$ cat src/hw/rtl/bls_pkg.sv
// Shared types and constants for the Bresenham line stepper.
package bls_pkg;

    localparam int COORD_BITS  = 12;
    localparam int DEC_W       = COORD_BITS + 2;
    localparam int STR_W       = COORD_BITS + 1;
    localparam int QUEUE_DEPTH = 2;
    localparam int QPTR_W      = (QUEUE_DEPTH > 1) ? $clog2(QUEUE_DEPTH) : 1;
    localparam int QCNT_W      = $clog2(QUEUE_DEPTH + 1);

    localparam logic ACTION_START = 1'b0;
    localparam logic ACTION_STEP  = 1'b1;

    typedef logic [COORD_BITS-1:0]   coord_t;
    typedef logic signed [DEC_W-1:0] dec_t;
    typedef logic [STR_W-1:0]        str_inc_t;

    // One classified command as it travels from the front end to the walker.
    typedef struct packed {
        logic     is_start;
        coord_t   pos_x;
        coord_t   pos_y;
        coord_t   major_limit;
        dec_t     decision;
        str_inc_t straight_inc;
        dec_t     diagonal_inc;
        logic     major_is_x;
        logic     minor_inc;
    } line_cmd_t;

endpackage

$ cat src/hw/rtl/bresenham_line_stepper.sv
// Top level of the Bresenham line stepper: front end, command queue and line walker.
//
// Usage: the input channel (in_valid/in_ready) carries one command per transfer.
// With action at start, the two endpoints are taken and the first pixel of the
// new line is produced; with action at step, the next pixel of the current line
// is produced, and last_pixel marks the line's final pixel. A step transfer
// while no line is in progress produces nothing. A start during a line drops it.
// The output channel (out_valid/out_ready) carries one pixel per transfer.
// An accepted command is written into the command queue, and the walker then
// registers its pixel in the output register. Throughput: one command and one pixel
// per cycle while out_ready is high, set by the walker's one add and compare per pixel.
// A two-entry command queue sits between the front end and the walker, so while
// the receiver stalls, up to two further commands are still accepted before
// in_ready falls; a stalled pixel is held unchanged in the output register.
// Reset (rst_n low, asynchronous) empties the queue, clears the output valid flag
// and leaves the stepper idle with no line in progress.
module bresenham_line_stepper
    import bls_pkg::*;
(
    input  logic   clk,
    input  logic   rst_n,
    input  logic   in_valid,
    output logic   in_ready,
    input  logic   action,
    input  coord_t start_x,
    input  coord_t start_y,
    input  coord_t end_x,
    input  coord_t end_y,
    output logic   out_valid,
    input  logic   out_ready,
    output coord_t pixel_x,
    output coord_t pixel_y,
    output logic   last_pixel
);

    line_cmd_t front_cmd;
    line_cmd_t queue_cmd;
    logic      queue_full;
    logic      queue_valid;
    logic      queue_pop;

    // The front end is pure decode; its result is written straight into the queue.
    bls_front u_front (
        .action  (action),
        .start_x (start_x),
        .start_y (start_y),
        .end_x   (end_x),
        .end_y   (end_y),
        .cmd     (front_cmd)
    );

    // A command is accepted whenever the queue has room, independent of the output side.
    assign in_ready = !queue_full;

    bls_queue u_queue (
        .clk       (clk),
        .rst_n     (rst_n),
        .push      (in_valid),
        .push_data (front_cmd),
        .full      (queue_full),
        .pop       (queue_pop),
        .pop_valid (queue_valid),
        .pop_data  (queue_cmd)
    );

    // The walker consumes a command whenever its output register is free or being emptied.
    bls_back u_back (
        .clk        (clk),
        .rst_n      (rst_n),
        .cmd_valid  (queue_valid),
        .cmd        (queue_cmd),
        .cmd_pop    (queue_pop),
        .out_valid  (out_valid),
        .out_ready  (out_ready),
        .pixel_x    (pixel_x),
        .pixel_y    (pixel_y),
        .last_pixel (last_pixel)
    );

endmodule

$ cat src/hw/rtl/bls_front.sv
// Front end: classifies an input item and works out the line set-up for a start.
module bls_front
    import bls_pkg::*;
(
    input  logic      action,
    input  coord_t    start_x,
    input  coord_t    start_y,
    input  coord_t    end_x,
    input  coord_t    end_y,
    output line_cmd_t cmd
);

    logic   swap;
    logic   y_up;
    logic   major_x;
    coord_t x0;
    coord_t y0;
    coord_t x1;
    coord_t y1;
    coord_t dx;
    coord_t dy;
    coord_t mj;
    coord_t mn;

    always_comb
    begin
        // Order the endpoints so that x never decreases from first to second.
        swap    = (end_x < start_x);
        x0      = swap ? end_x   : start_x;
        y0      = swap ? end_y   : start_y;
        x1      = swap ? start_x : end_x;
        y1      = swap ? start_y : end_y;
        y_up    = (y1 >= y0);
        dx      = x1 - x0;
        dy      = y_up ? (y1 - y0) : (y0 - y1);
        major_x = (dx >= dy);
        mj      = major_x ? dx : dy;
        mn      = major_x ? dy : dx;

        cmd.is_start   = (action == ACTION_START);
        cmd.major_is_x = major_x;
        cmd.minor_inc  = y_up;

        if (major_x || y_up)
        begin
            cmd.pos_x       = x0;
            cmd.pos_y       = y0;
            cmd.major_limit = major_x ? x1 : y1;
        end
        else
        begin
            // A steep descending line is walked upwards from its lower end.
            cmd.pos_x       = x1;
            cmd.pos_y       = y1;
            cmd.major_limit = y0;
        end

        cmd.decision     = $signed({1'b0, mn, 1'b0}) - $signed({2'b00, mj});
        cmd.straight_inc = {mn, 1'b0};
        cmd.diagonal_inc = $signed({1'b0, mn, 1'b0}) - $signed({1'b0, mj, 1'b0});
    end

endmodule

$ cat src/hw/rtl/bls_queue.sv
// Short command queue between the front end and the line walker.
module bls_queue
    import bls_pkg::*;
(
    input  logic      clk,
    input  logic      rst_n,
    input  logic      push,
    input  line_cmd_t push_data,
    output logic      full,
    input  logic      pop,
    output logic      pop_valid,
    output line_cmd_t pop_data
);

    line_cmd_t          entry_reg [QUEUE_DEPTH];
    logic [QPTR_W-1:0]  wr_ptr_reg;
    logic [QPTR_W-1:0]  wr_ptr_next;
    logic [QPTR_W-1:0]  rd_ptr_reg;
    logic [QPTR_W-1:0]  rd_ptr_next;
    logic [QCNT_W-1:0]  count_reg;
    logic [QCNT_W-1:0]  count_next;
    logic               push_ok;
    logic               pop_ok;

    assign full      = (count_reg == QCNT_W'(QUEUE_DEPTH));
    assign pop_valid = (count_reg != '0);
    assign pop_data  = entry_reg[rd_ptr_reg];
    assign push_ok   = push && !full;
    assign pop_ok    = pop && pop_valid;

    always_comb
    begin
        wr_ptr_next = wr_ptr_reg;
        rd_ptr_next = rd_ptr_reg;
        count_next  = count_reg;
        if (push_ok)
        begin
            wr_ptr_next = (wr_ptr_reg == QPTR_W'(QUEUE_DEPTH - 1)) ? '0 : wr_ptr_reg + 1'b1;
        end
        if (pop_ok)
        begin
            rd_ptr_next = (rd_ptr_reg == QPTR_W'(QUEUE_DEPTH - 1)) ? '0 : rd_ptr_reg + 1'b1;
        end
        case ({push_ok, pop_ok})
            2'b10:   count_next = count_reg + 1'b1;
            2'b01:   count_next = count_reg - 1'b1;
            default: count_next = count_reg;
        endcase
    end

    always_ff @(posedge clk or negedge rst_n)
    begin
        if (!rst_n)
        begin
            wr_ptr_reg <= '0;
            rd_ptr_reg <= '0;
            count_reg  <= '0;
        end
        else
        begin
            wr_ptr_reg <= wr_ptr_next;
            rd_ptr_reg <= rd_ptr_next;
            count_reg  <= count_next;
        end
    end

    always_ff @(posedge clk)
    begin
        if (push_ok)
        begin
            entry_reg[wr_ptr_reg] <= push_data;
        end
    end

endmodule

$ cat src/hw/rtl/bls_back.sv
// Line walker: holds the line state, loads or steps it and registers the pixel.
module bls_back
    import bls_pkg::*;
(
    input  logic      clk,
    input  logic      rst_n,
    input  logic      cmd_valid,
    input  line_cmd_t cmd,
    output logic      cmd_pop,
    output logic      out_valid,
    input  logic      out_ready,
    output coord_t    pixel_x,
    output coord_t    pixel_y,
    output logic      last_pixel
);

    logic     active_reg;
    logic     active_next;
    coord_t   pos_x_reg;
    coord_t   pos_y_reg;
    coord_t   limit_reg;
    dec_t     dec_reg;
    str_inc_t str_reg;
    dec_t     diag_reg;
    logic     major_x_reg;
    logic     minor_inc_reg;
    logic     out_valid_reg;
    logic     out_valid_next;
    coord_t   pixel_x_reg;
    coord_t   pixel_y_reg;
    logic     last_reg;

    logic     load;
    logic     advance;
    logic     emit;
    logic     straight;
    dec_t     step_dec;
    coord_t   minor_src;
    coord_t   minor_moved;
    coord_t   step_x;
    coord_t   step_y;
    coord_t   pos_x_next;
    coord_t   pos_y_next;
    coord_t   limit_next;
    dec_t     dec_next;
    str_inc_t str_next;
    dec_t     diag_next;
    logic     major_x_next;
    logic     minor_inc_next;
    logic     last;

    assign cmd_pop = cmd_valid && (!out_valid_reg || out_ready);
    assign load    = cmd_pop && cmd.is_start;
    assign advance = cmd_pop && !cmd.is_start && active_reg;
    assign emit    = load || advance;

    always_comb
    begin
        straight    = dec_reg[DEC_W-1] || (dec_reg == '0);
        step_dec    = dec_reg + (straight ? dec_t'({1'b0, str_reg}) : diag_reg);
        minor_src   = major_x_reg ? pos_y_reg : pos_x_reg;
        minor_moved = minor_inc_reg ? minor_src + 1'b1 : minor_src - 1'b1;
        step_x      = major_x_reg ? pos_x_reg + 1'b1 : (straight ? pos_x_reg : minor_moved);
        step_y      = major_x_reg ? (straight ? pos_y_reg : minor_moved) : pos_y_reg + 1'b1;

        pos_x_next     = pos_x_reg;
        pos_y_next     = pos_y_reg;
        limit_next     = limit_reg;
        dec_next       = dec_reg;
        str_next       = str_reg;
        diag_next      = diag_reg;
        major_x_next   = major_x_reg;
        minor_inc_next = minor_inc_reg;
        if (load)
        begin
            pos_x_next     = cmd.pos_x;
            pos_y_next     = cmd.pos_y;
            limit_next     = cmd.major_limit;
            dec_next       = cmd.decision;
            str_next       = cmd.straight_inc;
            diag_next      = cmd.diagonal_inc;
            major_x_next   = cmd.major_is_x;
            minor_inc_next = cmd.minor_inc;
        end
        else if (advance)
        begin
            pos_x_next = step_x;
            pos_y_next = step_y;
            dec_next   = step_dec;
        end

        last        = ((major_x_next ? pos_x_next : pos_y_next) == limit_next);
        active_next = emit ? !last : active_reg;

        if (emit)
        begin
            out_valid_next = 1'b1;
        end
        else
        begin
            out_valid_next = out_ready ? 1'b0 : out_valid_reg;
        end
    end

    always_ff @(posedge clk or negedge rst_n)
    begin
        if (!rst_n)
        begin
            active_reg    <= 1'b0;
            out_valid_reg <= 1'b0;
        end
        else
        begin
            active_reg    <= active_next;
            out_valid_reg <= out_valid_next;
        end
    end

    always_ff @(posedge clk)
    begin
        pos_x_reg     <= pos_x_next;
        pos_y_reg     <= pos_y_next;
        limit_reg     <= limit_next;
        dec_reg       <= dec_next;
        str_reg       <= str_next;
        diag_reg      <= diag_next;
        major_x_reg   <= major_x_next;
        minor_inc_reg <= minor_inc_next;
        if (emit)
        begin
            pixel_x_reg <= pos_x_next;
            pixel_y_reg <= pos_y_next;
            last_reg    <= last;
        end
    end

    assign out_valid  = out_valid_reg;
    assign pixel_x    = pixel_x_reg;
    assign pixel_y    = pixel_y_reg;
    assign last_pixel = last_reg;

endmodule

$ cat config.mk
export PLATFORM = sky130hd
export DESIGN_NAME = bresenham_line_stepper
export DESIGN_NICKNAME = d
export VERILOG_FILES = /design/src/hw/rtl/bls_pkg.sv /design/src/hw/rtl/bresenham_line_stepper.sv /design/src/hw/rtl/bls_front.sv /design/src/hw/rtl/bls_queue.sv /design/src/hw/rtl/bls_back.sv
export SDC_FILE = /design/constraint.sdc
export NUM_CORES = 1
export LEC_CHECK = 0
export ABC_AREA = 1
export BUFFER_PORTS_ARGS = -buffer_cell sky130_fd_sc_hd__buf_2
export CELL_PAD_IN_SITES_DETAIL_PLACEMENT = 1
export CELL_PAD_IN_SITES_GLOBAL_PLACEMENT = 1
export CORE_MARGIN = 1.5
export CORE_UTILIZATION = 52
export CTS_BUF_LIST = sky130_fd_sc_hd__clkbuf_2 sky130_fd_sc_hd__clkbuf_4 sky130_fd_sc_hd__clkbuf_8
export DETAILED_ROUTE_END_ITERATION = 7
export PLACE_DENSITY_LB_ADDON = 0.15
export SKIP_CTS_REPAIR_TIMING = 1
export SLEW_MARGIN = 25
export SYNTH_ARGS = -nofsm -noshare
export SYNTH_HDL_FRONTEND = slang
export SYNTH_HIERARCHICAL = 1
export SYNTH_SLANG_ARGS = --single-unit
$ cat constraint.sdc
create_clock -name clk -period 10.5 [get_ports clk]
set_input_delay 1.575 -clock clk [delete_from_list [all_inputs] [get_ports clk]]
set_output_delay 1.575 -clock clk [all_outputs]
set_load 0.05 [all_outputs]
; After elaboration in Yosys (flattened, before gate mapping)
; Memory sizes are Yosys's and may differ from the RTL's.
; Cells that the tools add are included.
[word_totals]
regBits = 110
ramBits = 158
output_inout_bits = 27
memories = 1
[op_classes]
n_addsub = 14
order_cmp = 3
n_eq_ne = 4
mux = 32
bitwise_logic = 1
reduce_logical = 19
[mem_list]
columns = name, depth, word_bits, read_ports, rd_ports_with_merged_regs, wr, line_no
row1 = u_queue.entry_reg, 2, 79, 1, 0, 1, bls_queue.sv:15  ; line_cmd_t entry_reg [QUEUE_DEPTH];
[op_table]
columns = op, n
row1 = $mux W12, 20
row2 = $mux W14, 3
row3 = $add A12 B1 Y12 const B, 3
row4 = $mux W36, 1
row5 = $sub A12 B12 Y12, 3
row6 = $ge A12 B12 Y1, 2
row7 = $add A14 B14 Y14, 1
row8 = $logic_not A14 Y1, 1
row9 = $sub A13 B12 Y14, 1
row10 = $sub A13 B13 Y14, 1
row11 = $eq A12 B12 Y1, 1
row12 = $lt A12 B12 Y1, 1
row13 = $sub A12 B1 Y12 const B, 1
row14 = $reduce_bool A2 Y1, 4
row15 = $mux W1, 7
row16 = $logic_and A1 B1 Y1, 6
row17 = $eq A2 B2 Y1 const B, 2
row18 = $logic_not A1 Y1, 4
row19 = $logic_or A1 B1 Y1, 4
row20 = $pmux W2 S2, 1
row21 = $add A1 B1 Y1 const B, 2
row22 = $add A2 B1 Y2 const B, 1
row23 = $eq A2 B1 Y1 const B, 1
row24 = $sub A2 B1 Y2 const B, 1
row25 = $not A1 Y1, 1

; Logic depth before layout (Yosys ltp)
; Gate-level depths: netlist of the first run.
[depth]
ltp_word = 10
ltp_mapped = 45
mapped_depth_nobuf = 42

; Modules after synthesis
; The synthesis of the first run kept the hierarchy.
[by_module_without_submodules]
columns = mod, n_inst, cells_per_inst, area_per_inst_um2, seq_area_each_um2
row1 = bls_queue, 1, 449, 6956.7, 4904.7
row2 = bls_back, 1, 906, 6587.6, 2802.7
row3 = bls_front, 1, 1066, 5301.3, 0.0
row4 = bresenham_line_stepper, 1, 1, 3.8, 0.0

; Worst setup path after synthesis of the first run
; No wires, ideal clock.
[synth_path]
kind = input -> register
start = input port start_x[11]
end = memory u_queue/entry_reg[0][40] (netlist bit) (data pin)
arrival_ps = 6788
required_ps = 10244
setup_slack_ps = 3456
stages = 39
cell_sequence = inv_1 ha_1 a21o_1 nor2_4 nand3_4 buf_6 buf_6 nand2_1 nand3_1 ha_1 inv_1 nand2_1 nand2_1 nand2_1 nand2_2 nand4_2 buf_6 nand2_2 (+3 left out) nand2_1 nor2_1 nand3_1 nand3_1 clkinv_1 clkbuf_1 nand2_1 o21ai_2 ha_1 nand2_1 o21ai_0 nand3_1 nand2_1 nand3_1 nand2_1 nand2_1 nand3_1 nand2_1
[synth_lines]
columns = item, line_no
row1 = "start, declared", bresenham_line_stepper.sv:25  ; input coord_t start_x,
row2 = "end, declared", bls_queue.sv:15

==> run metrics, run 1 <==
delay of the slowest cell on the worst path 700 ps; peak fanout along the critical path 59; clock latency on the worst-skew pair 630 ps; number of clock sinks seen by CTS 270; Detail Placement HPWL 49100 um; required time worst endpoint 10870 ps; post-synthesis cell type count 56; outcome complete, but fails checks; initial DRC count 1360; wire length of the first global-routing pass 101500 um; final weighted congestion in routability-driven placement 0.9503; worst setup path class in -> reg; number of enable flip-flop cells after synthesis 227; count of buffer and inverter cells on the critical path 7; per-cell via count in the routed design 5.708; total of flip-flops plus latches after synthesis 270; data arrival time of the critical path 9380 ps; setup skew after layout 48.63 ps; TritonCTS clock tree built; antenna viol nets, final 0; Gate Count Post-Synth 2422; number of antenna violations at the first check in global routing 1; mean area per synthesized cell 7.783 um2; post-layout min period 9016 ps; number of placement rows 69; Die Span X 193.4 um; synthesis-to-finish area growth 7.819%; area share of the largest cell type after synthesis 36.16%; top flip-flop cell by instance count after synthesis edfxtp_1; final std cells w/o fill 2982; pre-CTS worst setup slack 987.8 ps; warnings from Yosys 6; Placeable Area 35660 um2; Routed WL per cell 21.81 um; NumNets Final 2600; cell type with the largest total area after synthesis edfxtp_1; largest buffer count on any clock path 3; Vias 17020; overall die height 193.4 um; clock transition at the register clock pins on the worst setup and hold paths after CTS 60 ps; CTS root buf clkbuf_8; most numerous cell on the critical path nand2_1; Post-Syn Area 18850 um2; Post-Place Cells 2895; path category of the worst min-delay check reg -> reg; headroom to the max-slew limit 29.21%; count of H-tree levels built during CTS 2; peak clock frequency supported by timing 0.1109 GHz; critical path's slowest cell clkinv_1; Startpoint Class input port; Routed Wire Length 65040 um; gr ovfl total 0; pins over their slew limit 0; Setup Total Neg Slack 0 ps; effective utilization at floorplan 52.87%; setup violators final 0; top-level I/O count 80; vias in the first global route 17880; cell type group with the largest total delay on the critical path simple AND/OR/NAND/NOR gates; Period Utilization, post-route 85.87%; crit path capture type register; most area-consuming cells after synthesis edfxtp_1 36%, nand2_1 17%, nand3_1 5.0%; post-route DRC violation count 3; proportion of layout cells with a drive suffix above 1 17.82%; largest net degree at the start of global routing 79; violations in the final reports DRC; Port Buffers 79; setup repair after global routing missed its margin false; fraction of registers with async set/reset 2.222%; length of the first detailed-routing pass in iterations 8; number of clock buffers inserted by TritonCTS 46; filler cell count in the final layout 4491; maximum capacitance violations 0; Die Footprint 37400 um2; Largest register FFs 160; actual transition at the worst max-transition pin 1062 ps; hold violation total from the final report 0; slack of the critical path 1484 ps; total global routing track utilization 34.81%; sequential area share after synthesis 40.89%
final timing paths:
kind	slack, ps	from	to	cells past startpoint
min in group asynchronous	800	rst_n	u_queue/count_reg[0]	1
max in group asynchronous	9500	rst_n	u_queue/wr_ptr_reg	1
hold reg to reg	480	u_queue/count_reg[1]	u_queue/count_reg[1]	2
setup reg to reg	5800	u_back/dec_reg[2]	u_back/dec_reg[13]	21
setup / recovery	1480	start_x[9]	u_queue/entry_reg[1][40]	39
hold / removal	480	u_queue/count_reg[1]	u_queue/count_reg[1]	2
through the flow:
stage               cell area [um2]  hold slack (ps)  utilization [%]
global route                  20320            523.0            57.00
finish                        20320            481.7            57.00
global placement              19360            453.4            54.29
CTS                           20320            482.4            56.98
floorplan                     18850            441.7                -
detailed placement            19360            466.9            54.29
cell usage after synthesis, drive strengths merged, types with 3 or more instances:
cell type,number
xnor2,8
fa,3
a21oi,76
o21ai,171
dfrtp,6
clkbuf,22
buf,59
nand2,1039
dfxtp,37
a31oi,15
or2,33
mux2i,3
a21boi,7
edfxtp,227
nand4,31
nor3,7
nand3,199
o21bai,5
inv,261
nor2,98
nand3b,5
o211ai,5
ha,62
xor2,28
layout by cell type, fill, tap and decap left out, types with 3 or more instances in the layout:
master    synthesis  layout
buf_4             8      13
clkbuf_4          0      14
inv_1           249     247
clkinv_2          0       8
or2_2            29      29
clkinv_1          1       9
nand2_4          84      85
buf_2            28      79
a31oi_1          15      15
nand2_2         112     112
a21oi_1          74      74
nand3_1         190     190
inv_2            11      12
nand3_2           8       8
o211ai_1          4       4
ha_1             62      62
dfrtp_1           6       5
nand4_1          30      30
clkbuf_8          0      52
o21ai_0         126     126
a21boi_0          6       6
edfxtp_1        227     227
fa_1              3       3
xnor2_1           8       8
nor2_1           92      90
mux2i_1           3       3
or2_1             4       4
o21ai_1          29      29
nor3_1            6       6
o21bai_1          5       5
xor2_1           28      28
dfxtp_1          37      37
nand2_1         843     842
nand3b_1          5       5
o21ai_2          15      15
nor2_4            4       6
layer usage:
metal | share of wire [%] | vias up | global-route usage (%)
met5 | 0 | - | 0
met4 | 3.6 | 0 | 13.30
met3 | 5.7 | 143 | 5.091
met2 | 48 | 578 | 59.08
met1 | 43 | 8293 | 45.03
li1 | - | 8006 | -
area by class of cell:
class | count | area (um2) | share of cell area [%]
Inverter | 262 | 997.2 | 4.907
Clock inverter | 20 | 137.6 | 0.6772
Tap cell | 461 | 576.8 | 2.838
Sequential cell | 270 | 7709 | 37.93
Multi-Input combinational cell | 1810 | 9587 | 47.17
Clock buffer | 66 | 820.8 | 4.039
Timing Repair Buffer | 92 | 493.0 | 2.426
Antenna cell | 1 | 2.502 | 0.01231
tightest hold or removal path: stages (launching register included):
cell and delay, ps:
dfrtp_1 350, nand2_1 60, nand2_1 50
cells by family after synthesis:
logic type	Yosys count	share of synthesized area [%]
AND/OR/NAND/NOR	1416	35.92
buffers and inverters	343	8.390
AO/OA/AOI/OAI	288	8.510
flip-flops	270	40.89
adder cells (fa/ha/maj)	65	4.434
XOR/XNOR	36	1.673
multiplexers	3	0.1593
other	1	0.01989
Power of run 1 is not shown: default switching activity piles up to over one toggle a cycle in this logic, so the estimate is an artifact.
==> run 2, diff against run 1 <==
Settings changed: ABC_AREA 1 to 0, CORE_UTILIZATION 52 to 55.
==> run 2 against run 1 <==
The run now ends clean. Fmax is 7.6% lower. Register-to-register slack better by 50 ps. Clock skew is 0.56 ps higher. Count of clock-buffer cells in the layout is 1 higher. First-iteration DRC count is 7.8% lower. Cell area is 5.9% lower. Area after synthesis is 7.3% lower. Global-route usage is 0.68 points lower. Hold slack better by 7.9 ps. Utilization is 3.9 points higher. Via count is 16% lower. Sequential cell count stayed put. Largest cell class unchanged.
==> run metrics, run 2 <==
antenna viol nets, final 0 (unchanged); mean area per synthesized cell 10.17 um2 (+31%); area share of the largest cell type after synthesis 39.02% (+2.9 points); top flip-flop cell by instance count after synthesis edfxtp_1; delay of the slowest cell on the worst path 650 ps (-50 ps); largest net degree at the start of global routing 76 (-3.8%); clock latency on the worst-skew pair 610 ps (-20 ps); synthesis-to-finish area growth 9.497%; Setup Total Neg Slack 0 ps (unchanged); number of antenna violations at the first check in global routing 1 (unchanged); gr ovfl total 0 (unchanged); Startpoint Class input port; final weighted congestion in routability-driven placement 0.9625 (+1.3%); most numerous cell on the critical path inv_1; outcome finished, final reports clean; wire length of the first global-routing pass 86330 um (-15%); actual transition at the worst max-transition pin 887.3 ps (-174.5 ps); placed instance area 18080 um2 (-6.6%); peak clock frequency supported by timing 0.1025 GHz (-7.6%); Routed Wire Length 56040 um (-14%); setup skew after layout 49.18 ps (+0.5559 ps); cell type with the largest total area after synthesis edfxtp_1; CTS root buf clkbuf_8; largest buffer count on any clock path 3 (unchanged); basic-gate share of the synthesized area counting and, or, nand and nor cells 15.69% (-20 points); Routed WL per cell 25.16 um (+15%); NumNets Final 1903 (-27%); vias in the first global route 14820 (-17%); required time worst endpoint 10820 ps (-50 ps); critical path's slowest cell xnor2_1; pre-CTS worst setup slack 283.1 ps (-704.7 ps); Port Buffers 79 (unchanged); effective utilization at floorplan 55.65% (+2.8 points); commonest non-fill, non-tap cell in the layout edfxtp_1; maximum capacitance violations 0 (unchanged); Largest register FFs 160 (unchanged); number of diodes 0 (-1); filler cell count in the final layout 3469 (-23%); Period Utilization, post-route 92.94% (+7.1 points); peak fanout along the critical path 24 (-59%); Detail Placement HPWL 41260 um (-16%); worst setup path class in -> reg; Synth Area in Compound Gates 16.52% (+8.0 points); number of enable flip-flop cells after synthesis 227 (unchanged); Gate Count Post-Synth 1717 (-29%); Die Footprint 32840 um2 (-12%); initial DRC count 1254 (-7.8%); overall die height 181.2 um (-6.3%); length of the first detailed-routing pass in iterations 5 (-3); warnings from Yosys 6 (unchanged); hold violation total from the final report 0 (unchanged); headroom to the max-slew limit 39.32% (+10 points); pins over their slew limit 0 (unchanged); fraction of registers with async set/reset 2.222% (unchanged); number of placement rows 65 (-5.8%); setup violators final 0 (unchanged); Post-Syn Area 17470 um2 (-7.3%); multiplexer share of the synthesized area 8.967% (+8.8 points); top cells by instance count after synthesis 227 x edfxtp_1, 207 x nand2_1, 126 x nor2_1; most frequent cells in the layout 227 x edfxtp_1, 206 x nand2_1, 125 x nor2_1, 109 x mux2_2, 92 x a21oi_1; share of synthesized cell area in full adder, half adder and majority cells 5.508% (+1.1 points); combinational family with the most area after synthesis compound AO/OA/AOI/OAI gates; setup repair after global routing missed its margin false; Vias 14370 (-16%); number of clock sinks seen by CTS 270 (unchanged); slack of the critical path 741.6 ps (-742.0 ps); sequential area share after synthesis 44.12% (+3.2 points); most repeated cell in the gate-level netlist after synthesis edfxtp_1; total global routing track utilization 34.13% (-0.68 points); crit path capture type register; post-synthesis cell type count 116 (+110%); number of clock buffers inserted by TritonCTS 48 (+4.3%); TritonCTS clock tree built; end-of-flow core utilization 60.93% (+3.9 points); total of flip-flops plus latches after synthesis 270 (unchanged); data arrival time of the critical path 10080 ps (+700 ps); Placeable Area 31390 um2 (-12%); post-layout min period 9758 ps (+742.0 ps); xor/xnor cell area share of the yosys netlist 4.562% (+2.9 points); most area-consuming cells after synthesis edfxtp_1 39%, mux2_2 7.0%, nand2_1 4.4%; Die Span X 181.2 um (-6.3%); path category of the worst min-delay check reg -> reg; reg-to-reg setup timing slack 5850 ps (+50 ps); post-route DRC violation count 0 (-3); proportion of layout cells with a drive suffix above 1 19.78% (+2.0 points); clock transition at the register clock pins on the worst setup and hold paths after CTS 60 ps (about the same); count of H-tree levels built during CTS 2 (unchanged); per-cell via count in the routed design 6.452 (+13%); post-route cell area 19130 um2 (-5.9%); top-level I/O count 80 (unchanged)
run 2: area by class of cell:
type | count | area [um2] | area share (%)
inverters | 86 | 325.3 | 1.701
repair buffers | 100 | 560.5 | 2.930
well taps | 402 | 503.0 | 2.630
clock buffers | 67 | 834.6 | 4.363
clock inverters | 23 | 210.2 | 1.099
flip-flops and latches | 270 | 7711 | 40.31
multi-input cells | 1279 | 8984 | 46.97
run 2: final timing paths:
kind,endpoint,from,cells past startpoint
worst max-delay path,u_queue/entry_reg[0][41],start_x[1],40
worst min-delay path,u_back/limit_reg[3],u_back/limit_reg[3],2
worst max register to register,u_back/last_pixel,u_back/major_x_reg,13
worst min register to register,u_back/limit_reg[3],u_back/limit_reg[3],2
max in group asynchronous,u_queue/rd_ptr_reg,rst_n,1
min in group asynchronous,u_queue/count_reg[0],rst_n,1
run 2: kinds of logic after synthesis:
| kind of cell | Yosys count |
|---|---|
| XOR/XNOR | 85 |
| AO/OA/AOI/OAI | 411 |
| other | 1 |
| flip-flops | 270 |
| buffers and inverters | 169 |
| AND/OR/NAND/NOR | 565 |
| adder cells (fa/ha/maj) | 77 |
| multiplexers | 139 |
run 2: worst max-delay path, delay by kind of cell:
kind                       cells  cell delay (ps)
AOI/OAI and AO/OA             15             3320
xor gates and xnor gates       2              800
muxes                          1              140
and+or+nand+nor                9             1760
buffers and inverters          8              970
adders and majority gates      5             1470
run 2: per-layer routing:
metal | up-vias | global-route usage (%) | share of wire [%]
met1 | 7172 | 45.61 | 43
met4 | 0 | 11.77 | 3.1
met2 | 571 | 56.49 | 47
li1 | 6511 | - | -
met3 | 114 | 5.402 | 6.6
met5 | - | 0 | 0
run 2: metrics by stage:
stage	hold WS (ps)	std cells
6_report	489.6	2227
5_1_grt	522.4	2227
4_1_cts	492.5	2227
3_5_place_dp	476.8	2137
3_3_place_gp	450.8	2137
2_1_floorplan	431.1	1718
Power of run 2 is left out for the same reason.
